[src/hw/rtl/tgl_pkg.sv]
// ----------------------------------------------------------------------------
// tgl_pkg
// Shared types and constants of the text grid layout block.
// ----------------------------------------------------------------------------
package tgl_pkg;

  localparam int unsigned COL_LIMIT_DEF = 256;
  localparam int unsigned ROW_LIMIT_DEF = 1024;
  localparam int unsigned TAB_WIDTH_DEF = 4;

  localparam int unsigned ColW  = 9;
  localparam int unsigned RowW  = 11;
  localparam int unsigned AddrW = 18;
  localparam int unsigned CharW = 8;
  localparam int unsigned CfgIdxW  = 2;
  localparam int unsigned CfgDataW = 11;

  localparam logic [CharW-1:0] CH_END       = 8'd0;
  localparam logic [CharW-1:0] CH_BACKSPACE = 8'd8;
  localparam logic [CharW-1:0] CH_TAB       = 8'd9;
  localparam logic [CharW-1:0] CH_NEWLINE   = 8'd10;

  localparam logic [CfgIdxW-1:0] CFG_MAX_COLS = 2'd0;
  localparam logic [CfgIdxW-1:0] CFG_MAX_ROWS = 2'd1;

  localparam logic [ColW-1:0] MAX_COLS_RST = 9'd256;
  localparam logic [RowW-1:0] MAX_ROWS_RST = 11'd1024;

  typedef struct packed {
    logic             start_req;
    logic [CharW-1:0] character;
  } item_t;

  typedef struct packed {
    logic             stopped;
    logic [RowW-1:0]  highest_row;
    logic [ColW-1:0]  widest_column;
    logic [CharW-1:0] cell_char;
    logic [AddrW-1:0] cell_address;
    logic             write_enable;
  } result_t;

endpackage

[src/hw/rtl/text_grid_layout.sv]
// ----------------------------------------------------------------------------
// text_grid_layout
// Lays a byte stream into a row-by-column text grid and reports each write.
// ----------------------------------------------------------------------------
// One result per input byte, one byte per clock sustained while the output
// is not stalled. A byte is held in the input register, then the cursor
// step, the row*cols+col address multiply and the wrap and stop checks run
// combinationally into the result register. The cursor state updates in
// the same cycle as the result register loads, so consecutive bytes follow
// each other without a gap. Configuration writes are taken every cycle and
// must only be made while the block is idle.
module text_grid_layout #(
  parameter int unsigned COL_LIMIT = tgl_pkg::COL_LIMIT_DEF,
  parameter int unsigned ROW_LIMIT = tgl_pkg::ROW_LIMIT_DEF,
  parameter int unsigned TAB_WIDTH = tgl_pkg::TAB_WIDTH_DEF
) (
  input  logic                         clk_i,
  input  logic                         rst_ni,
  input  logic                         cfg_valid_i,
  output logic                         cfg_ready_o,
  input  logic [tgl_pkg::CfgIdxW-1:0]  cfg_index_i,
  input  logic [tgl_pkg::CfgDataW-1:0] cfg_data_i,
  input  logic                         s_axis_tvalid_i,
  output logic                         s_axis_tready_o,
  input  logic [7:0]                   s_axis_tdata_i,  // character
  input  logic [0:0]                   s_axis_tuser_i,  // start_req
  output logic                         m_axis_tvalid_o,
  input  logic                         m_axis_tready_i,
  // cell_address, cell_char, widest_column, highest_row, stopped, zero pad
  output logic [47:0]                  m_axis_tdata_o,
  output logic [0:0]                   m_axis_tuser_o   // write_enable
);

  tgl_pkg::item_t   in_item, core_item;
  tgl_pkg::result_t result;
  logic             core_valid, core_ready;

  assign cfg_ready_o = 1'b1;

  assign in_item.start_req = s_axis_tuser_i[0];
  assign in_item.character = s_axis_tdata_i;

  tgl_in_reg u_in_reg (
    .clk_i   (clk_i),
    .rst_ni  (rst_ni),
    .valid_i (s_axis_tvalid_i),
    .ready_o (s_axis_tready_o),
    .item_i  (in_item),
    .valid_o (core_valid),
    .ready_i (core_ready),
    .item_o  (core_item)
  );

  tgl_core #(
    .COL_LIMIT (COL_LIMIT),
    .ROW_LIMIT (ROW_LIMIT),
    .TAB_WIDTH (TAB_WIDTH)
  ) u_core (
    .clk_i       (clk_i),
    .rst_ni      (rst_ni),
    .cfg_valid_i (cfg_valid_i),
    .cfg_index_i (cfg_index_i),
    .cfg_data_i  (cfg_data_i),
    .valid_i     (core_valid),
    .ready_o     (core_ready),
    .item_i      (core_item),
    .valid_o     (m_axis_tvalid_o),
    .ready_i     (m_axis_tready_i),
    .result_o    (result)
  );

  assign m_axis_tuser_o[0] = result.write_enable;
  assign m_axis_tdata_o    = {1'b0, result.stopped, result.highest_row,
                              result.widest_column, result.cell_char,
                              result.cell_address};

endmodule

[src/hw/rtl/tgl_in_reg.sv]
// ----------------------------------------------------------------------------
// tgl_in_reg
// Input register stage: holds one item until the layout core takes it.
// ----------------------------------------------------------------------------
module tgl_in_reg (
  input  logic          clk_i,
  input  logic          rst_ni,
  input  logic          valid_i,
  output logic          ready_o,
  input  tgl_pkg::item_t item_i,
  output logic          valid_o,
  input  logic          ready_i,
  output tgl_pkg::item_t item_o
);

  logic           valid_q, valid_d;
  tgl_pkg::item_t item_q;

  assign ready_o = !valid_q || ready_i;
  assign valid_d = ready_o ? valid_i : valid_q;

  always_ff @(posedge clk_i or negedge rst_ni) begin
    if (!rst_ni) begin
      valid_q <= 1'b0;
    end else begin
      valid_q <= valid_d;
    end
  end

  always_ff @(posedge clk_i) begin
    if (ready_o && valid_i) begin
      item_q <= item_i;
    end
  end

  assign valid_o = valid_q;
  assign item_o  = item_q;

endmodule

[src/hw/rtl/tgl_core.sv]
// ----------------------------------------------------------------------------
// tgl_core
// Cursor state, configuration registers, layout step and result register.
// ----------------------------------------------------------------------------
module tgl_core #(
  parameter int unsigned COL_LIMIT = tgl_pkg::COL_LIMIT_DEF,
  parameter int unsigned ROW_LIMIT = tgl_pkg::ROW_LIMIT_DEF,
  parameter int unsigned TAB_WIDTH = tgl_pkg::TAB_WIDTH_DEF
) (
  input  logic                          clk_i,
  input  logic                          rst_ni,
  input  logic                          cfg_valid_i,
  input  logic [tgl_pkg::CfgIdxW-1:0]   cfg_index_i,
  input  logic [tgl_pkg::CfgDataW-1:0]  cfg_data_i,
  input  logic                          valid_i,
  output logic                          ready_o,
  input  tgl_pkg::item_t                item_i,
  output logic                          valid_o,
  input  logic                          ready_i,
  output tgl_pkg::result_t              result_o
);

  localparam int unsigned PhaseW = (TAB_WIDTH > 1) ? $clog2(TAB_WIDTH) : 1;
  localparam int unsigned ColW   = tgl_pkg::ColW;
  localparam int unsigned RowW   = tgl_pkg::RowW;
  localparam logic [ColW-1:0] ColTop = '1;
  localparam logic [RowW-1:0] RowTop = '1;

  logic [ColW-1:0]   max_cols_q, max_cols_d;
  logic [RowW-1:0]   max_rows_q, max_rows_d;
  logic [ColW-1:0]   col_q, col_d;
  logic [RowW-1:0]   row_q, row_d;
  logic [PhaseW-1:0] phase_q, phase_d;
  logic [ColW-1:0]   max_col_q, max_col_d;
  logic [RowW-1:0]   max_row_q, max_row_d;
  logic              halted_q, halted_d;
  logic              out_valid_q, out_valid_d;
  tgl_pkg::result_t  result_q, result_d;

  logic              take;
  logic [ColW-1:0]   cols;
  logic [RowW-1:0]   rows;
  logic [ColW-1:0]   b_col, max_col_b, n_col, s_col;
  logic [RowW-1:0]   b_row, max_row_b, n_row;
  logic [PhaseW-1:0] b_phase, n_phase;
  logic              b_halted, halt0, active, wrap;
  logic [ColW:0]     col_sum;
  logic [RowW+ColW-1:0] product;

  assign ready_o = !out_valid_q || ready_i;
  assign take    = valid_i && ready_o;

  always_comb begin
    max_cols_d = max_cols_q;
    max_rows_d = max_rows_q;
    if (cfg_valid_i) begin
      unique case (cfg_index_i)
        tgl_pkg::CFG_MAX_COLS: max_cols_d = cfg_data_i[ColW-1:0];
        tgl_pkg::CFG_MAX_ROWS: max_rows_d = cfg_data_i;
        default: ;
      endcase
    end
  end

  always_comb begin
    cols = max_cols_q;
    if (max_cols_q == '0) cols = ColW'(1);
    if ({4'b0, max_cols_q} > 13'(COL_LIMIT)) cols = ColW'(COL_LIMIT);
    rows = max_rows_q;
    if (max_rows_q == '0) rows = RowW'(1);
    if ({2'b0, max_rows_q} > 13'(ROW_LIMIT)) rows = RowW'(ROW_LIMIT);
  end

  always_comb begin
    b_col     = item_i.start_req ? '0   : col_q;
    b_row     = item_i.start_req ? '0   : row_q;
    b_phase   = item_i.start_req ? '0   : phase_q;
    max_col_b = item_i.start_req ? '0   : max_col_q;
    max_row_b = item_i.start_req ? '0   : max_row_q;
    b_halted  = item_i.start_req ? 1'b0 : halted_q;

    halt0  = b_halted || (b_row >= rows);
    active = !halt0 && (item_i.character != tgl_pkg::CH_END);

    product = b_row * cols;

    n_row   = b_row;
    n_phase = b_phase;
    col_sum = '0;
    case (item_i.character)
      tgl_pkg::CH_BACKSPACE: begin
        n_col = b_col;
        if (b_col != '0) begin
          n_col   = b_col - ColW'(1);
          n_phase = (b_phase == '0) ? PhaseW'(TAB_WIDTH - 1) : b_phase - PhaseW'(1);
        end
      end
      tgl_pkg::CH_NEWLINE: begin
        n_col   = '0;
        n_row   = (b_row == RowTop) ? RowTop : b_row + RowW'(1);
        n_phase = '0;
      end
      tgl_pkg::CH_TAB: begin
        col_sum = {1'b0, b_col} - (ColW+1)'(b_phase) + (ColW+1)'(TAB_WIDTH);
        n_col   = col_sum[ColW] ? ColTop : col_sum[ColW-1:0];
        n_phase = '0;
      end
      default: begin
        n_col   = (b_col == ColTop) ? ColTop : b_col + ColW'(1);
        n_phase = (b_phase == PhaseW'(TAB_WIDTH - 1)) ? '0 : b_phase + PhaseW'(1);
      end
    endcase

    s_col = n_col;
    wrap  = (n_col >= cols - ColW'(1));

    col_d     = col_q;
    row_d     = row_q;
    phase_d   = phase_q;
    max_col_d = max_col_q;
    max_row_d = max_row_q;
    halted_d  = halted_q;

    result_d = '0;

    if (take) begin
      col_d     = b_col;
      row_d     = b_row;
      phase_d   = b_phase;
      max_col_d = max_col_b;
      max_row_d = max_row_b;
      halted_d  = halt0 || (item_i.character == tgl_pkg::CH_END);
      if (active) begin
        if (s_col > max_col_b) max_col_d = s_col;
        if (n_row > max_row_b) max_row_d = n_row;
        if (wrap) begin
          col_d   = '0;
          row_d   = (n_row == RowTop) ? RowTop : n_row + RowW'(1);
          phase_d = '0;
        end else begin
          col_d   = n_col;
          row_d   = n_row;
          phase_d = n_phase;
        end
        halted_d = (row_d >= rows);
      end
    end

    result_d.write_enable  = active;
    result_d.cell_address  = active ?
                             (product[tgl_pkg::AddrW-1:0] + tgl_pkg::AddrW'(b_col)) : '0;
    result_d.cell_char     = active ? item_i.character : '0;
    result_d.widest_column = max_col_d;
    result_d.highest_row   = max_row_d;
    result_d.stopped       = halted_d;

    out_valid_d = take ? 1'b1 : (ready_i ? 1'b0 : out_valid_q);
  end

  always_ff @(posedge clk_i or negedge rst_ni) begin
    if (!rst_ni) begin
      max_cols_q  <= tgl_pkg::MAX_COLS_RST;
      max_rows_q  <= tgl_pkg::MAX_ROWS_RST;
      col_q       <= '0;
      row_q       <= '0;
      phase_q     <= '0;
      max_col_q   <= '0;
      max_row_q   <= '0;
      halted_q    <= 1'b0;
      out_valid_q <= 1'b0;
    end else begin
      max_cols_q  <= max_cols_d;
      max_rows_q  <= max_rows_d;
      col_q       <= col_d;
      row_q       <= row_d;
      phase_q     <= phase_d;
      max_col_q   <= max_col_d;
      max_row_q   <= max_row_d;
      halted_q    <= halted_d;
      out_valid_q <= out_valid_d;
    end
  end

  always_ff @(posedge clk_i) begin
    if (take) begin
      result_q <= result_d;
    end
  end

  assign valid_o  = out_valid_q;
  assign result_o = result_q;

endmodule

[config.mk]
export PLATFORM = sky130hd
export DESIGN_NAME = text_grid_layout
export DESIGN_NICKNAME = d
export VERILOG_FILES = /design/src/hw/rtl/tgl_pkg.sv /design/src/hw/rtl/text_grid_layout.sv /design/src/hw/rtl/tgl_in_reg.sv /design/src/hw/rtl/tgl_core.sv
export SDC_FILE = /design/constraint.sdc
export NUM_CORES = 1
export LEC_CHECK = 0
export BUFFER_PORTS_ARGS = -buffer_cell sky130_fd_sc_hd__buf_2
export CAP_MARGIN = 20
export CORE_MARGIN = 8
export CORE_UTILIZATION = 65
export DETAILED_ROUTE_END_ITERATION = 7
export GPL_TIMING_DRIVEN = 0
export HOLD_SLACK_MARGIN = 0.03
export PLACE_DENSITY = 0.94
export SYNTH_ARGS = -nofsm -noshare
export SYNTH_HDL_FRONTEND = slang
export SYNTH_HIERARCHICAL = 1
export SYNTH_SLANG_ARGS = --single-unit
[constraint.sdc]
create_clock -name clk_i -period 13.1 [get_ports clk_i]
set_clock_uncertainty 0.2 [all_clocks]
set_input_delay 1.31 -clock clk_i [delete_from_list [all_inputs] [get_ports clk_i]]
set_output_delay 1.31 -clock clk_i [all_outputs]
set_load 0.1 [all_outputs]
; ---- Yosys cells after proc, flatten, opt, wreduce, memory -nomap -nowiden
; Cells that the tools add are included.
[totals]
reg_bits = 122
elab_cells = 104
[op_classes]
reduce_logical = 21
multipliers = 1
n_eq_ne = 8
mux = 39
n_addsub = 10
n_lt_le_gt_ge = 7
[ops]
columns = operator, n
row1 = $mux 11, 14
row2 = $mux 9, 12
row3 = $pmux 9 s3, 1
row4 = $eq 8x4->1 const B, 3
row5 = $add 11x1->11 const B, 2
row6 = $eq 11x11->1 const B, 2
row7 = $ge 11x11->1, 2
row8 = $add 18x9->18, 1
row9 = $mul 11x9->18, 1
row10 = $sub 9x1->9 const B, 2
row11 = $mux 2, 6
row12 = $gt 11x11->1, 1
row13 = $gt 11x11->1 const B, 1
row14 = $logic_not 11->1, 1
row15 = $add 10x3->10 const B, 1
row16 = $sub 9x2->10, 1
row17 = $add 9x1->9 const B, 1
row18 = $eq 9x9->1 const B, 1
row19 = $ge 9x9->1, 1
row20 = $gt 9x9->1, 1
row21 = $gt 9x9->1 const B, 1
row22 = $logic_not 9->1, 1
row23 = $reduce_bool 9->1, 1
row24 = $logic_not 8->1, 1
row25 = 14 further kinds, 27

; ---- Logic depth before layout (Yosys ltp)
[logic_depth]
depth_word = 12
depth_mapped = 36
depth_no_buf = 32

; ---- Hierarchy
; The synthesis kept the hierarchy.
[by_module_without_submodules]
columns = mod, seq_area_each_um2, area_each_um2, n_inst, cells_each
row1 = tgl_core, 3045.4, 10781.6, 1, 1167
row2 = tgl_in_reg, 295.3, 324.1, 1, 13
row3 = text_grid_layout, 0.0, 22.5, 1, 4

; ---- Worst setup path before layout
; Ideal clock, no wire load.
[synth_path]
path_kind = register to register
startpoint = reg u_core.max_cols_q[1]
endpoint = reg u_core.result_q, in the netlist u_core/result_o[15] (data pin)
period_less_slack_ns = 6.538
setup_time_ns = 0.256
stages_incl_launch_ff = 24
n_path_buf = 1
required_time_ns = 12.644
arrival_time_ns = 6.082
path_slack_ns = 6.562
path_cell_list = dfrtp_1 or4_1 or3_1 o21bai_1 nor2b_1 clkbuf_1 nand2_1 fa_1 fa_1 inv_1 ha_1 inv_1 fa_1 inv_1 fa_1 ha_1 or2_2 o31a_1 nand2_1 o21ai_0 o21ai_0 nor2_1 or4_1 and4_1
[synth_between]
elab_chain_len = 5
elab_cells_between_ends = 6
cone_classes = add/sub: 1 / mul: 1 / order compare: 1 / mux: 2 / reduce/logical: 1
[synth_rtl]
columns = element, line_no
row1 = start: declaration, tgl_core.sv:29  ; logic [ColW-1:0] max_cols_q, max_cols_d;
row2 = start signal: assignment, tgl_core.sv:162  ; max_cols_q <= tgl_pkg::MAX_COLS_RST;
row3 = start signal: assignment, tgl_core.sv:172  ; max_cols_q <= max_cols_d;
row4 = "parallel branches: the longest is 2 deep, another holds $gt 9x9->1", n/a
row5 = $mux 9 *, tgl_core.sv:68  ; if ({4'b0, max_cols_q} > 13'(COL_LIMIT)) cols = ColW'(COL_LIMIT);
row6 = $mul 11x9->18 *, tgl_core.sv:85  ; product = b_row * cols;
row7 = $add 18x9->18 *, tgl_core.sv:151  ; (product[tgl_pkg::AddrW-1:0] + tgl_pkg::AddrW'(b_col)) : '0;
row8 = end signal: assignment, tgl_core.sv:186  ; result_q <= result_d;
row9 = end: declaration, tgl_core.sv:38  ; tgl_pkg::result_t result_q, result_d;
; Every way passes the cells marked *.
; A chain may end at the register's enable or synchronous reset.

; ---- Worst setup path in the final report
[layout_path]
startpoint = reg u_in_reg.item_q, in the netlist u_in_reg/item_o[8]
endpoint = reg u_core.result_q, in the netlist u_core/result_o[47] (data pin)
[layout_between]
elab_chain_len = 12
elab_cells_between_ends = 33
cone_classes = add/sub: 6 / order compare: 3 / eq/ne: 3 / mux: 16 / reduce/logical: 5
[layout_rtl]
columns = element, line_no
row1 = start: declaration, tgl_in_reg.sv:17  ; tgl_pkg::item_t item_q;
row2 = start signal: assignment, tgl_in_reg.sv:32  ; item_q <= item_i;
row3 = "$mux 9, or another cell as far along", tgl_core.sv:75  ; b_col = item_i.start_req ? '0 : col_q;
row4 = "$sub 9x2->10, or another cell as far along", tgl_core.sv:104  ; col_sum = {1'b0, b_col} - (ColW+1)'(b_phase) + (ColW+1)'(TAB_WIDTH);
row5 = $add 10x3->10 / $mux 11 (equally long branches), "tgl_core.sv:104, tgl_core.sv:100"
row6 = $mux 9 / $mux 11 (equally long branches), "tgl_core.sv:105, tgl_core.sv:90"
row7 = "$pmux 9 s3, or another cell as far along", tgl_core.sv:90  ; case (item_i.character)
row8 = $ge 9x9->1 / $mux 11 (equally long branches), "tgl_core.sv:115, tgl_core.sv:138"
row9 = $mux 11, tgl_core.sv:136  ; if (wrap) begin
row10 = $mux 11, tgl_core.sv:133  ; if (active) begin
row11 = $mux 11, tgl_core.sv:126  ; if (take) begin
row12 = $ge 11x11->1, tgl_core.sv:145  ; halted_d = (row_d >= rows);
row13 = $mux 1 *, tgl_core.sv:133
row14 = $mux 1 *, tgl_core.sv:126
row15 = net u_core.halted_d, tgl_core.sv:36  ; logic halted_q, halted_d;
; The timed path passes the listed nets; every way through them passes the cells marked *. The select of a mux whose other input is x is not followed.

==> results.py <==
metrics = {
    "pwr": {
        "switching_share": 0.385,
        "p_int_w": 0.000848,
        "p_clk_frac": 0.327,
        "seq_power_share": 0.346,
        "combPwrFrac": 0.327,
        "leakage_nw": 5.96,
        "power_density_mw_per_mm2": 111,
        "ir_drop_v": 0.0000950,
        "p_total_w": 0.00138,
        "switching_power_w": 0.000531,
    },
    "die": {
        "ios": 79,
        "dieArea_mm2": 0.0216,
        "die_h_um": 147,
        "die_w_um": 147,
        "row_count": 48,
        "coreArea_mm2": 0.0170,
        "initial_core_util": 0.655,
    },
    "detailed_routing": {
        "antenna_left": 0,
        "wl_per_cell_um": 20.1,
        "firstDrtPassIters": 5,
        "totalWireLength_um": 30600,
        "drc": 0,
        "drtIter0Drc": 993,
        "dr_total_vias": 9510,
        "vias_per_cell": 6.26,
    },
    "yosys": {
        "synth-main-ff-cell": "dfrtp_1",
        "synthTopCellsByArea": "edfxtp_1, dfrtp_1, ha_1, fa_1, nand2_1",
        "syn_area_per_cell_um2": 9.40,
        "synth_top_area_frac": 0.154,
        "synth.most_common_cell": "nand2_1",
        "ys_ff_latch": 122,
        "synth_cell_types": 89,
        "synth_common_cells": "nand2_1, ha_1, inv_1",
        "syn_area_mm2": 0.0111,
        "synth_cells": 1184,
        "yosys.area.top_type": "edfxtp_1",
        "synth-edff-count": 57,
        "yosysSeqAreaShare": 0.300,
        "synthArstFlopShare": 0.533,
        "yosysWarnings": 6,
        "syn_nets": 1391,
    },
    "grt": {
        "grt_pass1_vias": 9571,
        "gr-max-usage-layer": "met2",
        "antenna_found_initial": 0,
        "grt_pass1_wl_um": 49200,
        "met3_usage": 0.0701,
        "grt_use_met2": 0.478,
        "overflow": 0,
        "grtUsageTotal": 0.287,
        "gr-usage-met1": 0.341,
        "grt_max_degree": 31,
    },
    "worst_setup_path": {
        "critPathMaxStageDelay_ns": 0.54,
        "critical_path_class": "register to register",
        "worst_path_max_delay_cell": "a32oi_2",
        "crit_fanout": 10,
        "rr_startpoint": "u_in_reg/item_o[8]",
        "cp_common_cell": "ha_1",
        "required_ns": 13.07,
        "critPathLaunchType": "register",
        "crit_path_end_kind": "register",
        "startpoint": "u_in_reg/item_o[8]",
        "crit_arrival_ns": 7.93,
    },
    "placement": {
        "place_hpwl_um": 23100,
        "dp_cells": 1488,
        "place_congestion": 1.02,
        "port_buffers": 76,
    },
    "clocking": {
        "cts_sinks": 122,
        "tritoncts": "built",
        "numCtsBuffers": 17,
        "clkLatencyLatePin_ns": 0.43,
        "cts_hold_buffers": 0,
        "path_clk_slew_ns": 0.06,
        "htreeDepth": 4,
        "ctsLongestPathBuffers": 2,
        "post-cts-setup-buffers": 0,
        "cts_resized": 0,
        "cts_root_buf": "clkbuf_16",
    },
    "timing": {
        "setup_viol": 0,
        "period_minus_slack_ns": 7.97,
        "finalCritPeriodShare": 0.608,
        "setup_tns_ns": 0,
        "worst_slew_pin_slew_ns": 0.991,
        "rsz0062_at_grt": "false",
        "fmax_ghz": 0.126,
        "slew_violations": 0,
        "hold_viol": 0,
        "slew_headroom": 0.333,
    },
    "cells_and_area": {
        "final-seq-area_mm2": 0.00334,
        "syn_to_final_growth_pct": 11.6,
        "nFillCells": 1178,
        "multi_input_area_mm2": 0.00714,
        "num-nets-final": 1489,
        "instances_no_fill": 1520,
        "antenna_cells": 0,
        "drive_gt1_frac": 0.141,
    },
    "worst_hold_path": {
        "hp-class": "register to register",
        "worstHoldStart": "u_core/phase_q[0]",
    },
    "run_status": {
        "status": "complete, no violations",
    },
    "job": {
        "cap_violations": 0,
    },
}
## worst paths after layout
| kind | end | cells after the start | slack, ns |
|---|---|---|---|
| max | u_core/result_o[47] | 35 | 5.13 |
| min | u_core/phase_q[0] | 2 | 0.29 |
| max reg2reg | u_core/result_o[47] | 35 | 5.13 |
| min reg2reg | u_core/phase_q[0] | 2 | 0.29 |
| max in group asynchronous | u_core/col_q[5] | 3 | 11.34 |
| min in group asynchronous | u_core/max_rows_q[7] | 1 | 0.65 |
## routing by layer
| layer | wire, um | vias up |
|---|---|---|
| met5 | 0 | - |
| met4 | 1360 | 0 |
| met3 | 2530 | 114 |
| met2 | 14800 | 512 |
| met1 | 12000 | 4585 |
| li1 | - | 4299 |
## critical path: cells and delay by family (launching register included)
kind | cells | cell delay (ns)
buffers and inverters | 6 | 1.64
adder cells (fa/ha/maj) | 5 | 1.25
multiplexers | 1 | 0.41
flip-flops | 1 | 0.34
AO/OA/AOI/OAI | 12 | 2.32
AND/OR/NAND/NOR | 11 | 1.52
## registers in the layout, indices dropped and copies added (netlist names)
name and cells:
u_core/result_o 48, u_core/row_q 11, u_core/halted_q 1, u_core/col_q 9, u_core/max_row_q 11, u_core/valid_o 1, u_in_reg/valid_o 1, u_in_reg/item_o 9
u_core/max_cols_q 9, u_core/max_col_q 9, u_core/max_rows_q 11, u_core/phase_q 2
## power groups by stage
| stage | clock (W) | combinational [W] | sequential [W] |
|---|---|---|---|
| after floorplan | 0 | 0.000236 | 0.000576 |
| after global placement | 0 | 0.000422 | 0.000481 |
| after detailed placement | 0 | 0.000437 | 0.000482 |
| after CTS | 0.000453 | 0.000445 | 0.000476 |
| after global routing | 0.000470 | 0.000483 | 0.000481 |
| final | 0.000451 | 0.000451 | 0.000477 |
## cell type report
class / count / area share
Buffer: 48 / 0.0173
Clock buffer: 20 / 0.0368
Clock inverter: 12 / 0.00796
Inverter: 116 / 0.0351
Multi-Input combinational cell: 898 / 0.575
Sequential cell: 122 / 0.269
Tap cell: 225 / 0.0227
Timing Repair Buffer: 79 / 0.0367
## per-stage QoR
| stage | setup slack [ns] | utilization | area [um^2] | hold slack, ns |
|---|---|---|---|---|
| floorplan | 6.56 | - | 11100 | 0.248 |
| CTS | 5.40 | 0.731 | 12400 | 0.284 |
| global route | 4.66 | 0.731 | 12400 | 0.320 |
| finish | 5.13 | 0.731 | 12400 | 0.291 |
| detailed placement | 5.49 | 0.698 | 11900 | 0.271 |
| global placement | 5.48 | 0.694 | 11800 | 0.271 |
## cell families after synthesis
| kind of cell | share of synthesized area |
|---|---|
| buffers and inverters | 0.0585 |
| muxes | 0.0412 |
| and+or+nand+nor | 0.197 |
| DFF | 0.300 |
| other | 0.000675 |
| xor gates and xnor gates | 0.0283 |
| AOI/OAI and AO/OA | 0.125 |
| adders and majority gates | 0.249 |
## cell usage in the layout (no fill, tap or decap), types with 11 or more instances in the layout
| cell | Yosys | final |
|---|---|---|
| nand2_1 | 157 | 157 |
| ha_1 | 111 | 111 |
| inv_1 | 109 | 109 |
| nor2_1 | 92 | 92 |
| buf_2 | 13 | 89 |
| fa_1 | 69 | 69 |
| dfrtp_1 | 63 | 63 |
| edfxtp_1 | 57 | 57 |
| o21ai_0 | 39 | 39 |
| a21oi_1 | 38 | 38 |
| clkbuf_1 | 28 | 29 |
| and2_1 | 27 | 27 |
| nor2b_1 | 25 | 25 |
| nand3_1 | 23 | 23 |
| xnor2_1 | 23 | 23 |
| mux2_2 | 22 | 22 |
| nand2b_1 | 20 | 20 |
| nor3_1 | 19 | 19 |
| mux2i_1 | 18 | 18 |
| clkbuf_16 | 0 | 17 |
| nand4_1 | 14 | 14 |
| and3_1 | 14 | 14 |
| a21o_1 | 14 | 14 |
| xor2_1 | 13 | 13 |
| o31ai_1 | 11 | 11 |
| a31oi_1 | 11 | 11 |
| o21a_1 | 11 | 11 |
(Power assumes the default switching activity.)
